$ cat src/hw/rtl/fnsh_pkg.sv
// ----------------------------------------------------------------------------
// fnsh_pkg
// Shared types, constants and the byte folding function of the schema hash.
// ----------------------------------------------------------------------------
package fnsh_pkg;

  localparam int unsigned MAX_NAME_BYTES = 256;
  localparam int unsigned LEN_W          = $clog2(MAX_NAME_BYTES + 1);

  localparam logic [31:0] FNV_BASIS  = 32'h811C_9DC5;
  localparam logic [31:0] FNV_PRIME  = 32'h0100_0193;
  localparam logic [31:0] STR_MULT   = 32'd31;
  localparam logic [1:0]  LAST_ROUND = 2'd3;

  typedef enum logic [1:0] {
    S_IDLE,
    S_BYTE,
    S_MIX,
    S_DONE
  } state_t;

  typedef struct packed {
    logic       mac_mix;
    logic [1:0] mix_idx;
    logic       upd_field;
    logic       upd_schema;
    logic       close_field;
    logic       finish;
  } ctl_t;

  function automatic logic [31:0] fold_byte(input logic [7:0] b);
    logic [7:0] f;
    f = b;
    if (b inside {[8'h41 : 8'h5A]}) begin
      f = b + 8'h20;
    end
    return {{24{f[7]}}, f};
  endfunction

endpackage

$ cat src/hw/rtl/fnsh_mac.sv
// ----------------------------------------------------------------------------
// fnsh_mac
// Shared multiply-add unit: y = a * b + c, modulo 2^32.
// ----------------------------------------------------------------------------
module fnsh_mac (
  input  logic [31:0] a,
  input  logic [31:0] b,
  input  logic [31:0] c,
  output logic [31:0] y
);

  logic [31:0] prod;

  assign prod = a * b;
  assign y    = prod + c;

endmodule

$ cat src/hw/rtl/fnsh_ctrl.sv
// ----------------------------------------------------------------------------
// fnsh_ctrl
// Sequencer that steps one input beat through byte hashing, four mix rounds
// and the result hand-off.
// ----------------------------------------------------------------------------
module fnsh_ctrl (
  input  logic          clk,
  input  logic          rst,
  input  logic          in_valid,
  output logic          in_ready,
  input  logic          byte_valid,
  input  logic          field_end,
  input  logic          schema_end,
  input  logic          out_valid,
  input  logic          out_ready,
  output fnsh_pkg::ctl_t ctl
);
  import fnsh_pkg::*;

  state_t     state;
  state_t     state_next;
  logic [1:0] cnt;
  logic [1:0] cnt_next;
  logic       fe_q;
  logic       se_q;
  logic       accept;

  assign accept = in_valid && in_ready;

  always_ff @(posedge clk) begin
    if (rst) begin
      state <= S_IDLE;
      cnt   <= 2'd0;
      fe_q  <= 1'b0;
      se_q  <= 1'b0;
    end else begin
      state <= state_next;
      cnt   <= cnt_next;
      if (accept) begin
        fe_q <= field_end;
        se_q <= schema_end;
      end
    end
  end

  always_comb begin
    state_next = state;
    cnt_next   = cnt;
    in_ready   = 1'b0;
    ctl        = '0;
    ctl.mix_idx = cnt;
    case (state)
      S_IDLE: begin
        in_ready = 1'b1;
        if (accept) begin
          if (byte_valid) begin
            state_next = S_BYTE;
          end else if (field_end) begin
            state_next = S_MIX;
          end else if (schema_end) begin
            state_next = S_DONE;
          end
        end
      end
      S_BYTE: begin
        ctl.upd_field = 1'b1;
        if (fe_q) begin
          state_next = S_MIX;
        end else if (se_q) begin
          state_next = S_DONE;
        end else begin
          state_next = S_IDLE;
        end
      end
      S_MIX: begin
        ctl.mac_mix    = 1'b1;
        ctl.upd_schema = 1'b1;
        if (cnt == LAST_ROUND) begin
          ctl.close_field = 1'b1;
          cnt_next        = 2'd0;
          state_next      = se_q ? S_DONE : S_IDLE;
        end else begin
          cnt_next = cnt + 2'd1;
        end
      end
      S_DONE: begin
        if (!out_valid || out_ready) begin
          ctl.finish = 1'b1;
          state_next = S_IDLE;
        end
      end
      default: begin
        state_next = S_IDLE;
        cnt_next   = 2'd0;
      end
    endcase
  end

  // The mix round counter only moves inside the mix state.
  a_cnt_idle: assert property (@(posedge clk) disable iff (rst)
    state != S_MIX |-> cnt == 2'd0)
    else $error("mix counter nonzero outside mix state");

  // A beat that carries a byte is hashed in the very next cycle.
  a_byte_next: assert property (@(posedge clk) disable iff (rst)
    accept && byte_valid |=> state == S_BYTE)
    else $error("byte beat not hashed next cycle");

  // After the result is handed off the block is ready again.
  a_finish_ready: assert property (@(posedge clk) disable iff (rst)
    ctl.finish |=> in_ready)
    else $error("not ready after finish");

  // A field close always leads to four mix rounds.
  a_close_mix: assert property (@(posedge clk) disable iff (rst)
    accept && !byte_valid && field_end |=> state == S_MIX && cnt == 2'd0)
    else $error("field close without mix rounds");

endmodule

$ cat src/hw/rtl/field_name_schema_hash_top.sv
// ----------------------------------------------------------------------------
// field_name_schema_hash_top
// Folds a stream of field-name bytes into a 32-bit schema identifier.
// ----------------------------------------------------------------------------
// Channel  Direction  Handshake            Payload
// in       sink       in_valid / in_ready  name_byte, byte_valid, field_end,
//                                          schema_end
// out      source     out_valid/out_ready  fingerprint, name_too_long
//
// A beat is accepted in the idle state, then takes a byte step if it carries a
// byte, the mix rounds if it closes a field, a done step if it ends the schema.
// All of this work runs through one shared 32-bit multiply-add unit.
// The result sits in an output register; a schema end waits while it is full.
// Reset sets the schema hash to the FNV offset basis, clears the field hash and drops out_valid.
// ----------------------------------------------------------------------------
module field_name_schema_hash_top (
  input  logic               clk,
  input  logic               rst,
  input  logic               in_valid,
  output logic               in_ready,
  input  logic [7:0]         name_byte,
  input  logic               byte_valid,
  input  logic               field_end,
  input  logic               schema_end,
  output logic               out_valid,
  input  logic               out_ready,
  output logic signed [31:0] fingerprint,
  output logic               name_too_long
);
  import fnsh_pkg::*;

  ctl_t             ctl;
  logic [7:0]       byte_q;
  logic [31:0]      field_hash;
  logic [31:0]      schema_hash;
  logic             any_field_seen;
  logic [LEN_W-1:0] name_length;
  logic             overflow_seen;
  logic [31:0]      mac_a;
  logic [31:0]      mac_b;
  logic [31:0]      mac_c;
  logic [31:0]      mac_y;

  fnsh_ctrl u_ctrl (
    .clk        (clk),
    .rst        (rst),
    .in_valid   (in_valid),
    .in_ready   (in_ready),
    .byte_valid (byte_valid),
    .field_end  (field_end),
    .schema_end (schema_end),
    .out_valid  (out_valid),
    .out_ready  (out_ready),
    .ctl        (ctl)
  );

  always_comb begin
    if (ctl.mac_mix) begin
      mac_a = schema_hash ^ {24'd0, field_hash[8*ctl.mix_idx +: 8]};
      mac_b = FNV_PRIME;
      mac_c = 32'd0;
    end else begin
      mac_a = field_hash;
      mac_b = STR_MULT;
      mac_c = fold_byte(byte_q);
    end
  end

  fnsh_mac u_mac (
    .a (mac_a),
    .b (mac_b),
    .c (mac_c),
    .y (mac_y)
  );

  always_ff @(posedge clk) begin
    if (in_valid && in_ready) begin
      byte_q <= name_byte;
    end
  end

  always_ff @(posedge clk) begin
    if (rst) begin
      field_hash     <= 32'd0;
      schema_hash    <= FNV_BASIS;
      any_field_seen <= 1'b0;
      name_length    <= '0;
      overflow_seen  <= 1'b0;
    end else if (ctl.finish) begin
      field_hash     <= 32'd0;
      schema_hash    <= FNV_BASIS;
      any_field_seen <= 1'b0;
      name_length    <= '0;
      overflow_seen  <= 1'b0;
    end else begin
      if (ctl.upd_field) begin
        field_hash <= mac_y;
        if (name_length >= LEN_W'(MAX_NAME_BYTES)) begin
          overflow_seen <= 1'b1;
        end else begin
          name_length <= name_length + LEN_W'(1);
        end
      end
      if (ctl.upd_schema) begin
        schema_hash <= mac_y;
      end
      if (ctl.close_field) begin
        field_hash     <= 32'd0;
        name_length    <= '0;
        any_field_seen <= 1'b1;
      end
    end
  end

  always_ff @(posedge clk) begin
    if (rst) begin
      out_valid <= 1'b0;
    end else if (ctl.finish) begin
      out_valid <= 1'b1;
    end else if (out_ready) begin
      out_valid <= 1'b0;
    end
  end

  always_ff @(posedge clk) begin
    if (ctl.finish) begin
      fingerprint   <= (overflow_seen || !any_field_seen) ? 32'sd0 : $signed(schema_hash);
      name_too_long <= overflow_seen;
    end
  end

endmodule
$ cat config.mk
export PLATFORM = sky130hd
export DESIGN_NAME = field_name_schema_hash_top
export DESIGN_NICKNAME = d
export VERILOG_FILES = /design/src/hw/rtl/fnsh_pkg.sv /design/src/hw/rtl/fnsh_mac.sv /design/src/hw/rtl/fnsh_ctrl.sv /design/src/hw/rtl/field_name_schema_hash_top.sv
export SDC_FILE = /design/constraint.sdc
export NUM_CORES = 1
export LEC_CHECK = 0
export BUFFER_PORTS_ARGS = -buffer_cell sky130_fd_sc_hd__buf_2
export CAP_MARGIN = 20
export CORE_MARGIN = 4
export CORE_UTILIZATION = 25
export CTS_CLUSTER_DIAMETER = 200
export DETAILED_ROUTE_END_ITERATION = 16
export GPL_ROUTABILITY_DRIVEN = 1
export GPL_TIMING_DRIVEN = 0
export REMOVE_ABC_BUFFERS = 1
export SYNTH_ARGS = -nofsm -noshare
export SYNTH_HDL_FRONTEND = slang
export SYNTH_SLANG_ARGS = --single-unit
$ cat constraint.sdc
create_clock -name clk -period 21.1 [get_ports clk]
set_input_delay 5.275 -clock clk [delete_from_list [all_inputs] [get_ports clk]]
set_output_delay 5.275 -clock clk [all_outputs]
set_load 0.1 [all_outputs]
Word level (Yosys, flattened, before mapping)
Index checks and enable logic that the tools add are counted.
{ "op_classes": {"addsub": 4, "n_mul": 1, "n_lt_le_gt_ge": 3, "eq_ne": 8, "shifts": 1, "n_mux": 23, "n_bitwise": 2, "reduce_logical": 13} }
{ "ops": {"columns": ["operator", "count"], "rows": [
  ["two-way mux 32 bit", 2],
  ["adder 32 bit", 1],
  ["multiplier 32 x 25 -> 32 bit", 1],
  ["indexed part select 32 x 6 -> 8 bit", 1],
  ["XOR 32 x 8 -> 32 bit", 1],
  ["two-way mux 25 bit", 1],
  ["two-way mux 2 bit", 10],
  ["adder 9 x 1 -> 9 bit, second input constant", 1],
  ["greater-or-equal comparator 9 bit, second input constant", 1],
  ["adder 8 x 6 -> 8 bit, second input constant", 1],
  ["greater-or-equal comparator 8 x 7 -> 1 bit, second input constant", 1],
  ["less-or-equal comparator 8 x 7 -> 1 bit, second input constant", 1],
  ["two-way mux 1 bit", 8],
  ["two-way mux 8 bit", 1],
  ["one-hot mux 2 bit (4 select lines)", 1],
  ["equality test 2 bit, second input constant", 3],
  ["inequality test 2 x 1 -> 1 bit, second input constant", 3],
  ["inequality test 4 bit, second input constant", 1],
  ["AND reduction 2 bit", 2],
  ["AND reduction 4 bit", 1],
  ["OR reduction 3 bit", 1],
  ["adder 2 x 1 -> 2 bit, second input constant", 1],
  ["equality test 2 x 1 -> 1 bit, second input constant", 1],
  ["logical AND 1 bit", 2],
  ["other kinds (6)", 8]
]} }
{ "word_totals": {"ff_bits": 123} }

Depth between registers and ports, before layout
Gate-level depths: netlist of run 1.
{ "depth": {"depth_word": 5, "mapped_depth": 29, "depth_no_buf": 26} }

By module
From an unflattened synthesis of run 1, not the netlist that was laid out.
{ "hier_totals": {"hier_cells": 2341, "hier_area_um2": 22246.3} }
{ "modules_own_cells": {"columns": ["module", "instances", "cells_per_inst", "area_per_inst_um2", "seq_area_each_um2"], "rows": [
  ["fnsh_mac", 1, 1870, 16884.9, 0.0],
  ["field_name_schema_hash_top", 1, 427, 4981.0, 2752.6],
  ["fnsh_ctrl", 1, 44, 380.4, 120.1]
]} }

Worst setup path after synthesis of run 1
Ideal clock, no wire load.
{ "synth_timing": {"path_kind": "input to register", "start": "input out_ready", "end": "register field_hash[19]", "setup_time_ns": 0.130, "arrival_ns": 7.917, "t_required_ns": 20.970, "slack_ns": 13.053, "stages": 6, "n_path_buf": 1, "cell_sequence": "nor2b_1 > nor2_1 > nor2_1 > nand2_1 > clkbuf_1 > o22ai_1"} }
{ "synth_lines": {"columns": ["item", "line_no", "rtl"], "rows": [
  ["start, declared", "field_name_schema_hash_top.sv:26", "input logic out_ready,"],
  ["end signal, assigned", "field_name_schema_hash_top.sv:97", "field_hash <= mac_y;"],
  ["end, declared", "field_name_schema_hash_top.sv:34", "logic [31:0] field_hash;"]
]} }

Final worst setup path of run 1
{ "layout_timing": {"start": "register byte_q[7]", "end": "register field_hash[31]"} }
{ "layout_via": {"elab_chain_len": 5} }
{ "layout_lines": {"columns": ["item", "line_no", "rtl"], "rows": [
  ["start, declared", "field_name_schema_hash_top.sv:33", "logic [7:0] byte_q;"],
  ["start signal, assigned", "field_name_schema_hash_top.sv:78", "byte_q <= name_byte;"],
  ["greater-or-equal comparator 8 x 7 -> 1 bit or less-or-equal comparator 8 x 7 -> 1 bit (tied branches)", "fnsh_pkg.sv:34", "if (b inside {[8'h41 : 8'h5A]}) begin"],
  ["logical AND 1 bit", "fnsh_pkg.sv:34", null],
  ["two-way mux 8 bit *", "fnsh_pkg.sv:34", null],
  ["two-way mux 32 bit *", "field_name_schema_hash_top.sv:58", "if (ctl.mac_mix) begin"],
  ["adder 32 bit *", "fnsh_mac.sv:15", "assign y = prod + c;"]
]} }
Every way passes the cells marked *; elsewhere a longest branch is shown, timed or not.
A chain may end at the register's enable or synchronous reset.

==> metrics.md, run 1 <==
| Metric | Value |
|---|---|
| Fin worst setup slack | 12.53 ns |
| CTS tree | yes |
| R2R Setup Slk | 12.53 ns |
| Rows | 83 |
| Synth Instances | 1,396 |
| Max clock buf depth | 2 |
| Worst Hold Endpoint | schema_hash[22]$_SDFFE_PP0P_ |
| RSZ-0062 raised after global routing | no |
| Most common cell in the synthesized netlist | inv_1 |
| Critical path required time | 21.43 ns |
| Synth Register Bits | 123 |
| Post-CTS Resized | 0 |
| CTS sink count | 123 |
| DRC Markers | 0 |
| Fin. max-slew vios | 0 |
| Top cells by count, synth | inv_1 (302), ha_1 (173), fa_1 (160) |
| Die area | 55,800 um^2 |
| Post-synth top flop | dfxtp_1 |
| Post-detail-place hpwl | 26.88 mm |
| Root Driver | clkbuf_16 |
| Die height | 236.2 um |
| Via count | 9,286 |
| Number of global-route vias before repair | 9,772 |
| Tot GR Track Use | 11.85% |
| Max-Cap Viols | 0 |
| Layout cells sized above 1 | 8.530% |
| Synth top area cells | fa_1 (25%), ha_1 (17%), dfxtp_1 (13%), edfxtp_1 (9.5%), inv_1 (8.7%) |
| WL final | 32.55 mm |
| Cell area after synthesis | 13,020 um^2 |
| N_diodes | 0 |
| Worst setup path start | byte_q[7]$_DFFE_PP_ |
| Fin nets | 1,777 |
| Status | finished clean |
| Post-synth top area share | 24.60% |
| Fmax | 0.1167 GHz |
| Synth unique cells | 54 |
| Hold WC Path Type | flip-flop to flip-flop |
| Post-DRT Antenna Nets | 0 |
| Synth-to-Final Area Change | 13.25% |
| Clk pin slew, worst setup/hold paths | 0.06 ns |
| Final core utilization | 28.68% |
| Cts bufs inserted | 17 |
| Fin Hold WS | 0.4766 ns |
| Ys async rst share | 0% |
| Largest net degree at the start of global routing | 77 |
| Place WS | 12.57 ns |
| Setup Skew | 0.01030 ns |
| Hold path depth | 2 |
| Seq/Total Area, Yosys | 22.06% |
| Seq. cell area | 2873 um^2 |
| WL/cell | 15.34 um |
| Maximum fanout along the worst path | 8 |
| Detailed Route Iter0 Violations | 504 |
| Least-Margin Pin Slew | 0.9130 ns |
| Vias per cell | 4.376 |
| Starting Density | 25.33% |
| Setup_tns | 0 ns |
| Total global routing overflow | 0 |
| Avg Inst Size Synth | 9.327 um^2 |
| Worst R2R Start | byte_q[7]$_DFFE_PP_ |
| Ys Warns | 0 |
| Gpl congestion | 0.8759 |
| RR Endpoint | field_hash[31]$_SDFFE_PP0P_ |
| Yosys top cell by area | fa_1 |
| Final setup vio count | 0 |
| Period minus WS final | 8.566 ns |
| Postcts setup bufs | 0 |
| Reg2Reg Depth | 25 |
| Max stage delay on crit path | 0.72 ns |
| DIE WIDTH | 236.2 um |
| Final Hold Viols | 0 |
| Core area | 51,410 um^2 |
| Hold Startpoint | schema_hash[22]$_SDFFE_PP0P_ |
| Number of placed I/O pins | 50 |
| Crit end category | flip-flop |
| Period Utilization, post-route | 40.60% |
| Port Buf Inserts | 49 |
| CP max stage cell | or2_1 |
| First-pass GRT wire length | 52.85 mm |
| Slew headroom | 38.92% |
| Setup Crit Path Kind | flip-flop to flip-flop |
| Critical Path Start Type | flip-flop |
| Most common cell on crit path | inv_1 |
| Hold buffers post-CTS | 0 |
| CTS H-Tree Depth | 4 |
| Worst EP arrival | 8.90 ns |
| Latest clock arrival within the worst-skew pair | 0.43 ns |
| Multi-input logic area | 8891 um^2 |
| Initial antenna violation count | 0 |
| # fillers | 5,369 |
| Number of flops mapped to enable cells by yosys | 41 |
| Drt first pass iters | 5 |
kinds of logic (layout without fill, tap and decap cells):
family,count (synthesis),in the layout,synth area share (%)
adders and majority gates,333,333,41.23
and+or+nand+nor,355,355,13.12
muxes,17,17,2.076
DFF,123,123,22.06
AOI/OAI and AO/OA,165,165,7.611
xor gates and xnor gates,59,59,3.969
buffers and inverters,344,390,9.937
cells in the final DEF, fill, tap and decap left out, types with 9 or more instances in the layout:
cell,instances
fa_1,160
inv_1,302
buf_2,49
dfxtp_1,82
nor3_1,14
nand3_1,18
and2_1,71
ha_1,173
edfxtp_1,41
a21oi_1,74
or2_2,16
mux2i_1,9
o21ai_0,34
nand2b_1,9
xnor2_1,36
xor2_1,23
clkbuf_16,18
a21o_1,11
nor2_1,52
nand2_1,141
through the flow:
| step | instances | cell area [um^2] |
|---|---|---|
| 3_5_place_dp | 2090 | 14130 |
| 4_1_cts | 2122 | 14750 |
| 2_1_floorplan | 1354 | 12860 |
| 6_report | 2122 | 14750 |
| 5_1_grt | 2122 | 14750 |
| 3_3_place_gp | 2083 | 13960 |
sequential cells by signal (all words and copies together), names as in the netlist:
signal          flops
out_valid           1
name_too_long       1
u_ctrl.cnt          2
name_length         9
u_ctrl.state        2
u_ctrl.se_q         1
overflow_seen       1
fingerprint        32
byte_q              8
field_hash         32
u_ctrl.fe_q         1
schema_hash        32
any_field_seen      1
area by class of cell:
| type | count | area share (%) |
|---|---|---|
| Clock buffer | 19 | 3.080 |
| Clock inverter | 13 | 1.069 |
| Inverter | 302 | 7.688 |
| Multi-Input combinational cell | 929 | 60.30 |
| Sequential cell | 123 | 19.48 |
| Tap cell | 680 | 5.770 |
| Timing Repair Buffer | 56 | 2.613 |
critical path, delay by kind of cell (launching register included):
kind	cells	cell delay, ns
flops	1	0.44
simple gates	4	1.71
xor+xnor	1	0.17
buf+inv	5	0.77
compound gates	9	2.64
fa+ha+maj	6	2.70
worst max path at each step:
stage / endpoint / cells after the start
after floorplan: field_hash[19]$_SDFFE_PP0P_ / 6
after global placement: field_hash[24]$_SDFFE_PP0P_ / 7
after detailed placement: field_hash[31]$_SDFFE_PP0P_ / 25
after CTS: field_hash[31]$_SDFFE_PP0P_ / 25
after global routing: field_hash[31]$_SDFFE_PP0P_ / 25
final: field_hash[31]$_SDFFE_PP0P_ / 25
layer usage:
| metal | track usage, % | wire, um |
|---|---|---|
| met2 | 20.18 | 15840 |
| met1 | 15.93 | 14810 |
| met5 | 0 | 0 |
| met4 | 3.379 | 642 |
| met3 | 1.368 | 1263 |
Power of run 1 is not shown: default switching activity piles up to over one toggle a cycle in this logic, so the estimate is an artifact.
==> inputs of run 2 (changes only) <==
--- a/config.mk
+++ b/config.mk
@@ -5,6 +5,7 @@
 export SDC_FILE = /design/constraint.sdc
 export NUM_CORES = 1
 export LEC_CHECK = 0
+export ABC_AREA = 1
 export BUFFER_PORTS_ARGS = -buffer_cell sky130_fd_sc_hd__buf_2
 export CAP_MARGIN = 20
 export CORE_MARGIN = 4
==> constraint.sdc (replaced) <==
create_clock -name clk -period 7.5 [get_ports clk]
set_input_delay 1.875 -clock clk [delete_from_list [all_inputs] [get_ports clk]]
set_output_delay 1.875 -clock clk [all_outputs]
set_load 0.1 [all_outputs]
==> metrics.md, run 2 <==
| Metric | Value |
|---|---|
| Post-detail-place hpwl | 29.29 mm (+9.0%) |
| Setup Skew | 0.01320 ns (+0.002894 ns) |
| Critical Path Start Type | flip-flop |
| Max-Cap Viols | 0 (unchanged) |
| Via count | 10,581 (+14%) |
| Status | finished clean |
| Xor and xnor area share after synthesis | 1.742% (-2.2 points) |
| R2R Setup Slk | 0.39 ns (-12.14 ns) |
| DR top layer | met4 |
| Detailed-routed wire length on met2 | 17.69 mm (+12%) |
| Vias per cell | 4.374 (about the same) |
| Setup Crit Path Kind | flip-flop to flip-flop |
| Largest family of logic cells by synthesized area | adder cells |
| Period minus WS final | 7.106 ns (-1.459 ns) |
| CTS sink count | 123 (unchanged) |
| Latest clock arrival within the worst-skew pair | 0.43 ns (about the same) |
| Worst Hold Endpoint | name_too_long$_DFFE_PP_ |
| Most frequent cells in the layout | inv_1 (480), nand2_1 (219), ha_1 (173), fa_1 (160), nor2_1 (133) |
| Synth Register Bits | 123 (unchanged) |
| Synth-to-Final Area Change | 11.85% |
| Met3 wire len | 1.297 mm (+2.7%) |
| Fin. max-slew vios | 0 (unchanged) |
| Ys async rst share | 0% (unchanged) |
| Post-synth top area share | 23.59% (-1.0 points) |
| Most common cell in the synthesized netlist | inv_1 |
| Gpl congestion | 0.8824 (+0.74%) |
| WL final | 36.99 mm (+14%) |
| Fin Hold WS | 0.4429 ns (-0.03373 ns) |
| Final core utilization | 28.22% (-0.46 points) |
| Total global routing overflow | 0 (unchanged) |
| Avg Inst Size Synth | 8.126 um^2 (-13%) |
| Ys Warns | 0 (unchanged) |
| Synth Area in Compound Gates | 8.994% (+1.4 points) |
| Number of global-route vias before repair | 10,952 (+12%) |
| Hold Startpoint | overflow_seen$_SDFFE_PP0P_ |
| Top cells by count, synth | inv_1 (481), nand2_1 (220), ha_1 (173) |
| Fin nets | 2,058 (+16%) |
| N_diodes | 0 (unchanged) |
| Met1 wire length | 17.06 mm (+15%) |
| Cell area after synthesis | 13,580 um^2 (+4.3%) |
| Yosys top cell by area | fa_1 |
| Final Hold Viols | 0 (unchanged) |
| Fmax | 0.1407 GHz (+21%) |
| Final setup vio count | 0 (unchanged) |
| Initial antenna violation count | 1 (+1) |
| First-pass GRT wire length | 58.53 mm (+11%) |
| Starting Density | 25.23% (-0.097 points) |
| Place WS | -0.2029 ns (-12.77 ns) |
| Largest net degree at the start of global routing | 81 (+5.2%) |
| Detailed Route Iter0 Violations | 846 (+68%) |
| Tot GR Track Use | 12.86% (+1.0 points) |
| Post-synth top flop | dfxtp_1 |
| Reg2Reg Depth | 26 (+4.0%) |
| CTS tree | yes |
| CTS H-Tree Depth | 4 (unchanged) |
| Post-synthesis mux area share | 0% (-2.1 points) |
| Crit end category | flip-flop |
| Number of flops mapped to enable cells by yosys | 41 (unchanged) |
| Adder-Cell Fraction of Synth Area | 39.53% (-1.7 points) |
| Least-Margin Pin Slew | 1.083 ns (+0.1699 ns) |
| Die area | 58,110 um^2 (+4.1%) |
| Fin worst setup slack | 0.3935 ns (-12.14 ns) |
| RR Endpoint | schema_hash[26]$_SDFFE_PP0P_ |
| Root Driver | clkbuf_16 |
| Most common cell after layout, fill and taps aside | inv_1 |
| Port Buf Inserts | 49 (unchanged) |
| Cts bufs inserted | 17 (unchanged) |
| Hold WC Path Type | flip-flop to flip-flop |
| Slew headroom | 27.73% (-11 points) |
| Synth Instances | 1,671 (+20%) |
| Layout cells sized above 1 | 6.849% (-1.7 points) |
| Drt first pass iters | 6 (+1) |
| Die height | 241.1 um (+2.0%) |
| DIE WIDTH | 241.1 um (+2.0%) |
| Hold path depth | 0 (-2) |
| Clk pin slew, worst setup/hold paths | 0.07 ns (about the same) |
| Synth unique cells | 47 (-13%) |
| Synth top area cells | fa_1 (24%), ha_1 (16%), inv_1 (13%), dfxtp_1 (12%), edfxtp_1 (9.1%) |
| DRC Markers | 0 (unchanged) |
| Core area | 53,810 um^2 (+4.7%) |
| Post-Synth Simple-Gate Area | 13.87% (+0.75 points) |
| Number of placed I/O pins | 50 (unchanged) |
| WL/cell | 15.29 um (-0.33%) |
| Setup_tns | 0 ns (unchanged) |
| Maximum fanout along the worst path | 73 (+65) |
| Max clock buf depth | 2 (unchanged) |
| Post-DRT Antenna Nets | 0 (unchanged) |
| Critical path required time | 7.84 ns (-13.59 ns) |
| Period Utilization, post-route | 94.75% (+54 points) |
| Seq/Total Area, Yosys | 21.16% (-0.91 points) |
| Hold buffers post-CTS | 0 (unchanged) |
| Rows | 85 (+2.4%) |
| Worst R2R Start | u_ctrl.state[0]$_SDFFE_PP0P_ |
| Worst EP arrival | 7.44 ns (-1.46 ns) |
| Top Registers | field_hash: 32 flops, fingerprint: 32 flops, schema_hash: 32 flops |
[run 2: cell types whose count changed in the layout (fill, tap and decap cells not counted), sizes merged, moves of 12 or more]
cell / change
xnor2: -28
o211ai: +13
o21ai: +45
inv: +188
or2: -12
nand3: +38
nand2: +80
a21oi: +22
and2: -71
nor2: +86
[run 2: what timing repair did]
item | CTS | global route
setup endpoints to repair | 25 | 36
gates resized for setup | 2 | 5
gates cloned | 0 | 1
pin swaps | 0 | 1
buffers inserted | 0 | 3
[run 2: layer usage]
layer,vias up,track usage (%)
met5,-,0
met4,0,3.686
met3,49,1.257
met2,222,22.06
met1,5134,17.34
li1,5176,-
[run 2: kinds of logic (layout without fill, tap and decap cells)]
| kind of cell | after synthesis | count (layout) |
|---|---|---|
| AOI/OAI and AO/OA | 219 | 219 |
| buffers and inverters | 523 | 574 |
| and+or+nand+nor | 446 | 447 |
| DFF | 123 | 123 |
| adders and majority gates | 333 | 333 |
| xor gates and xnor gates | 27 | 27 |
[run 2: worst max-delay path by stage]
stage	depth (start not counted)	slack, ns	startpoint	end
floorplan	26	1.28	u_ctrl.state[1]$_SDFFE_PP0P_	field_hash[31]$_SDFFE_PP0P_
global placement	25	-0.56	u_ctrl.state[1]$_SDFFE_PP0P_	schema_hash[26]$_SDFFE_PP0P_
detailed placement	29	-0.20	u_ctrl.state[1]$_SDFFE_PP0P_	schema_hash[31]$_SDFFE_PP1P_
CTS	27	0.02	u_ctrl.state[1]$_SDFFE_PP0P_	schema_hash[26]$_SDFFE_PP0P_
global route	26	-0.01	u_ctrl.state[0]$_SDFFE_PP0P_	schema_hash[26]$_SDFFE_PP0P_
finish	26	0.39	u_ctrl.state[0]$_SDFFE_PP0P_	schema_hash[26]$_SDFFE_PP0P_
[run 2: critical path, stage by stage, from the launching register on]
cell	delay, ns
dfxtp_1	0.42
inv_4	0.12
nand2_8	0.34
clkinv_8	0.37
nor2_1	0.36
inv_1	0.11
o21ai_0	0.30
fa_1	0.52
ha_1	0.33
fa_1	0.48
ha_1	0.21
fa_1	0.50
ha_1	0.33
fa_1	0.49
ha_1	0.39
a21oi_2	0.23
o21ai_0	0.13
a21oi_1	0.36
nand3_1	0.27
nand2_1	0.11
inv_1	0.04
o21ai_1	0.15
nand2_1	0.07
nand2_1	0.08
nand3_1	0.14
nand2_1	0.10
inv_1	0.04
[run 2: area by class of cell]
class	instances	area (um^2)
clock inverters	15	128.9
repair buffers	53	295.3
flip-flops and latches	123	2875
multi-input cells	1026	8737
fillers	5794	38630
clock buffers	17	425.4
well taps	696	870.8
inverters	489	1854
[run 2: per-stage QoR]
stage,area [um^2],cells
5_1_grt,15190,2419
4_1_cts,15140,2415
3_3_place_gp,14540,2382
2_1_floorplan,13420,1637
3_5_place_dp,14580,2383
6_report,15190,2419
Power of run 2 is left out for the same reason.
==> inputs of run 3 (changes only) <==
--- a/config.mk
+++ b/config.mk
@@ -14,6 +14,7 @@
 export DETAILED_ROUTE_END_ITERATION = 16
 export GPL_ROUTABILITY_DRIVEN = 1
 export GPL_TIMING_DRIVEN = 0
+export PLACE_DENSITY = 0.42
 export REMOVE_ABC_BUFFERS = 1
 export SYNTH_ARGS = -nofsm -noshare
 export SYNTH_HDL_FRONTEND = slang
==> metrics.md, run 3 (same netlist as run 2, synthesis figures left out) <==
| Metric | Value |
|---|---|
| Status | finished clean |
| Vias per cell | 4.318 (-1.3%) |
| Slew headroom | 37.19% (+9.5 points) |
| Rows | 85 (unchanged) |
| Total global routing overflow | 0 (unchanged) |
| Number of global-route vias before repair | 10,843 (-1.0%) |
| Max clock buf depth | 2 (unchanged) |
| WP buf/inv | 4 (-1) |
| Die height | 241.1 um (unchanged) |
| Maximum fanout along the worst path | 73 (unchanged) |
| Layout cells sized above 1 | 6.798% (-0.050 points) |
| Hold WC Path Type | flip-flop to flip-flop |
| Period Utilization, post-route | 94.09% (-0.66 points) |
| Least-Margin Pin Slew | 0.9386 ns (-0.1443 ns) |
| WL/cell | 16.48 um (+7.8%) |
| Setup Skew | 0.01620 ns (+0.003002 ns) |
| Latest clock arrival within the worst-skew pair | 0.45 ns (+0.02 ns) |
| Drt first pass iters | 7 (+1) |
| Most frequent cells in the layout | inv_1 (480), nand2_1 (219), ha_1 (173), fa_1 (160), nor2_1 (132) |
| Critical Path Start Type | flip-flop |
| Port Buf Inserts | 49 (unchanged) |
| Starting Density | 25.23% (unchanged) |
| CTS tree | yes |
| Worst EP arrival | 7.41 ns (-0.03 ns) |
| Max-Cap Viols | 0 (unchanged) |
| Fmax | 0.1417 GHz (+0.70%) |
| Number of placed I/O pins | 50 (unchanged) |
| CTS H-Tree Depth | 4 (unchanged) |
| Final setup vio count | 0 (unchanged) |
| Fin. max-slew vios | 0 (unchanged) |
| RSZ-0062 raised after global routing | no |
| Post-DRT Antenna Nets | 0 (unchanged) |
| Crit-path leading delay family | adder cells |
| Max stage delay on crit path | 0.58 ns (+0.06 ns) |
| Clk pin slew, worst setup/hold paths | 0.07 ns (about the same) |
| Final Hold Viols | 0 (unchanged) |
| Fin worst setup slack | 0.4431 ns (+0.04962 ns) |
| Root Driver | clkbuf_16 |
| Gpl congestion | 0.8715 (-1.2%) |
| Cts bufs inserted | 17 (unchanged) |
| Largest net degree at the start of global routing | 81 (unchanged) |
| Most common cell after layout, fill and taps aside | inv_1 |
| Crit end category | flip-flop |
| Tot GR Track Use | 14.06% (+1.2 points) |
| Hold buffers post-CTS | 0 (unchanged) |
| CP max stage cell | fa_1 |
| DRC Markers | 0 (unchanged) |
| Via count | 10,437 (-1.4%) |
| Period minus WS final | 7.057 ns (-0.04962 ns) |
| Initial antenna violation count | 0 (-1) |
| DIE WIDTH | 241.1 um (unchanged) |
| N_diodes | 0 (unchanged) |
| Core area | 53,810 um^2 (unchanged) |
| First-pass GRT wire length | 61.74 mm (+5.5%) |
| Die area | 58,110 um^2 (unchanged) |
| Setup Crit Path Kind | flip-flop to flip-flop |
| Fin nets | 2,056 (-0.097%) |
| CTS sink count | 123 (unchanged) |
| Post-detail-place hpwl | 31.86 mm (+8.8%) |
| Top Registers | field_hash: 32 flops, fingerprint: 32 flops, schema_hash: 32 flops |
| Detailed Route Iter0 Violations | 546 (-35%) |
| Place WS | -0.4047 ns (-0.2018 ns) |
| Synth-to-Final Area Change | 12.27% |
| Critical path required time | 7.86 ns (+0.02 ns) |
| WL final | 39.83 mm (+7.7%) |
-- run 3: final cells by class --
| cell class | count | area (um^2) |
|---|---|---|
| fillers | 5834 | 38570 |
| multi-input cells | 1026 | 8747 |
| flip-flops and latches | 123 | 2875 |
| inverters | 489 | 1858 |
| well taps | 696 | 870.8 |
| clock buffers | 18 | 439.2 |
| repair buffers | 51 | 292.8 |
| clock inverters | 14 | 160.2 |
-- run 3: per-stage QoR --
stage                     cell area (um^2)  hold WS (ns)  setup TNS (ns)  std cells  utilization (%)
after floorplan                      13420        0.4082               0       1637                -
after global placement               14540        0.4149          -31.31       2382            27.01
after detailed placement             14570        0.4157          -9.309       2383            27.08
after CTS                            15200        0.4310               0       2415            28.24
after global routing                 15240        0.4454               0       2417            28.33
final                                15240        0.4311               0       2417            28.33
-- run 3: per-layer routing --
metal  vias up  wire, um  part of all wire [%]  GRT usage [%]
met3        31       798                   2.0          1.623
met2       146     19640                    49          24.42
li1       5168         -                     -              -
met1      5092     18720                    47          18.75
met4         0       671                   1.7          3.530
met5         -         0                     0              0
-- run 3: repair_timing --
action	in CTS	in global routing
setup endpoints to repair	40	34
cloned	0	1
buffers inserted	0	0
pin swaps	0	1
resized for setup	6	4
-- run 3: path summary, 6_finish.rpt --
check                               start                            to  slack [ns]  cells past startpoint
max          u_ctrl.state[1]$_SDFFE_PP0P_  schema_hash[26]$_SDFFE_PP0P_        0.44                     25
min reg2reg    overflow_seen$_SDFFE_PP0P_       name_too_long$_DFFE_PP_        0.43                      0
max reg2reg  u_ctrl.state[1]$_SDFFE_PP0P_  schema_hash[26]$_SDFFE_PP0P_        0.44                     25
min            overflow_seen$_SDFFE_PP0P_       name_too_long$_DFFE_PP_        0.43                      0
Power of run 3 is left out for the same reason.
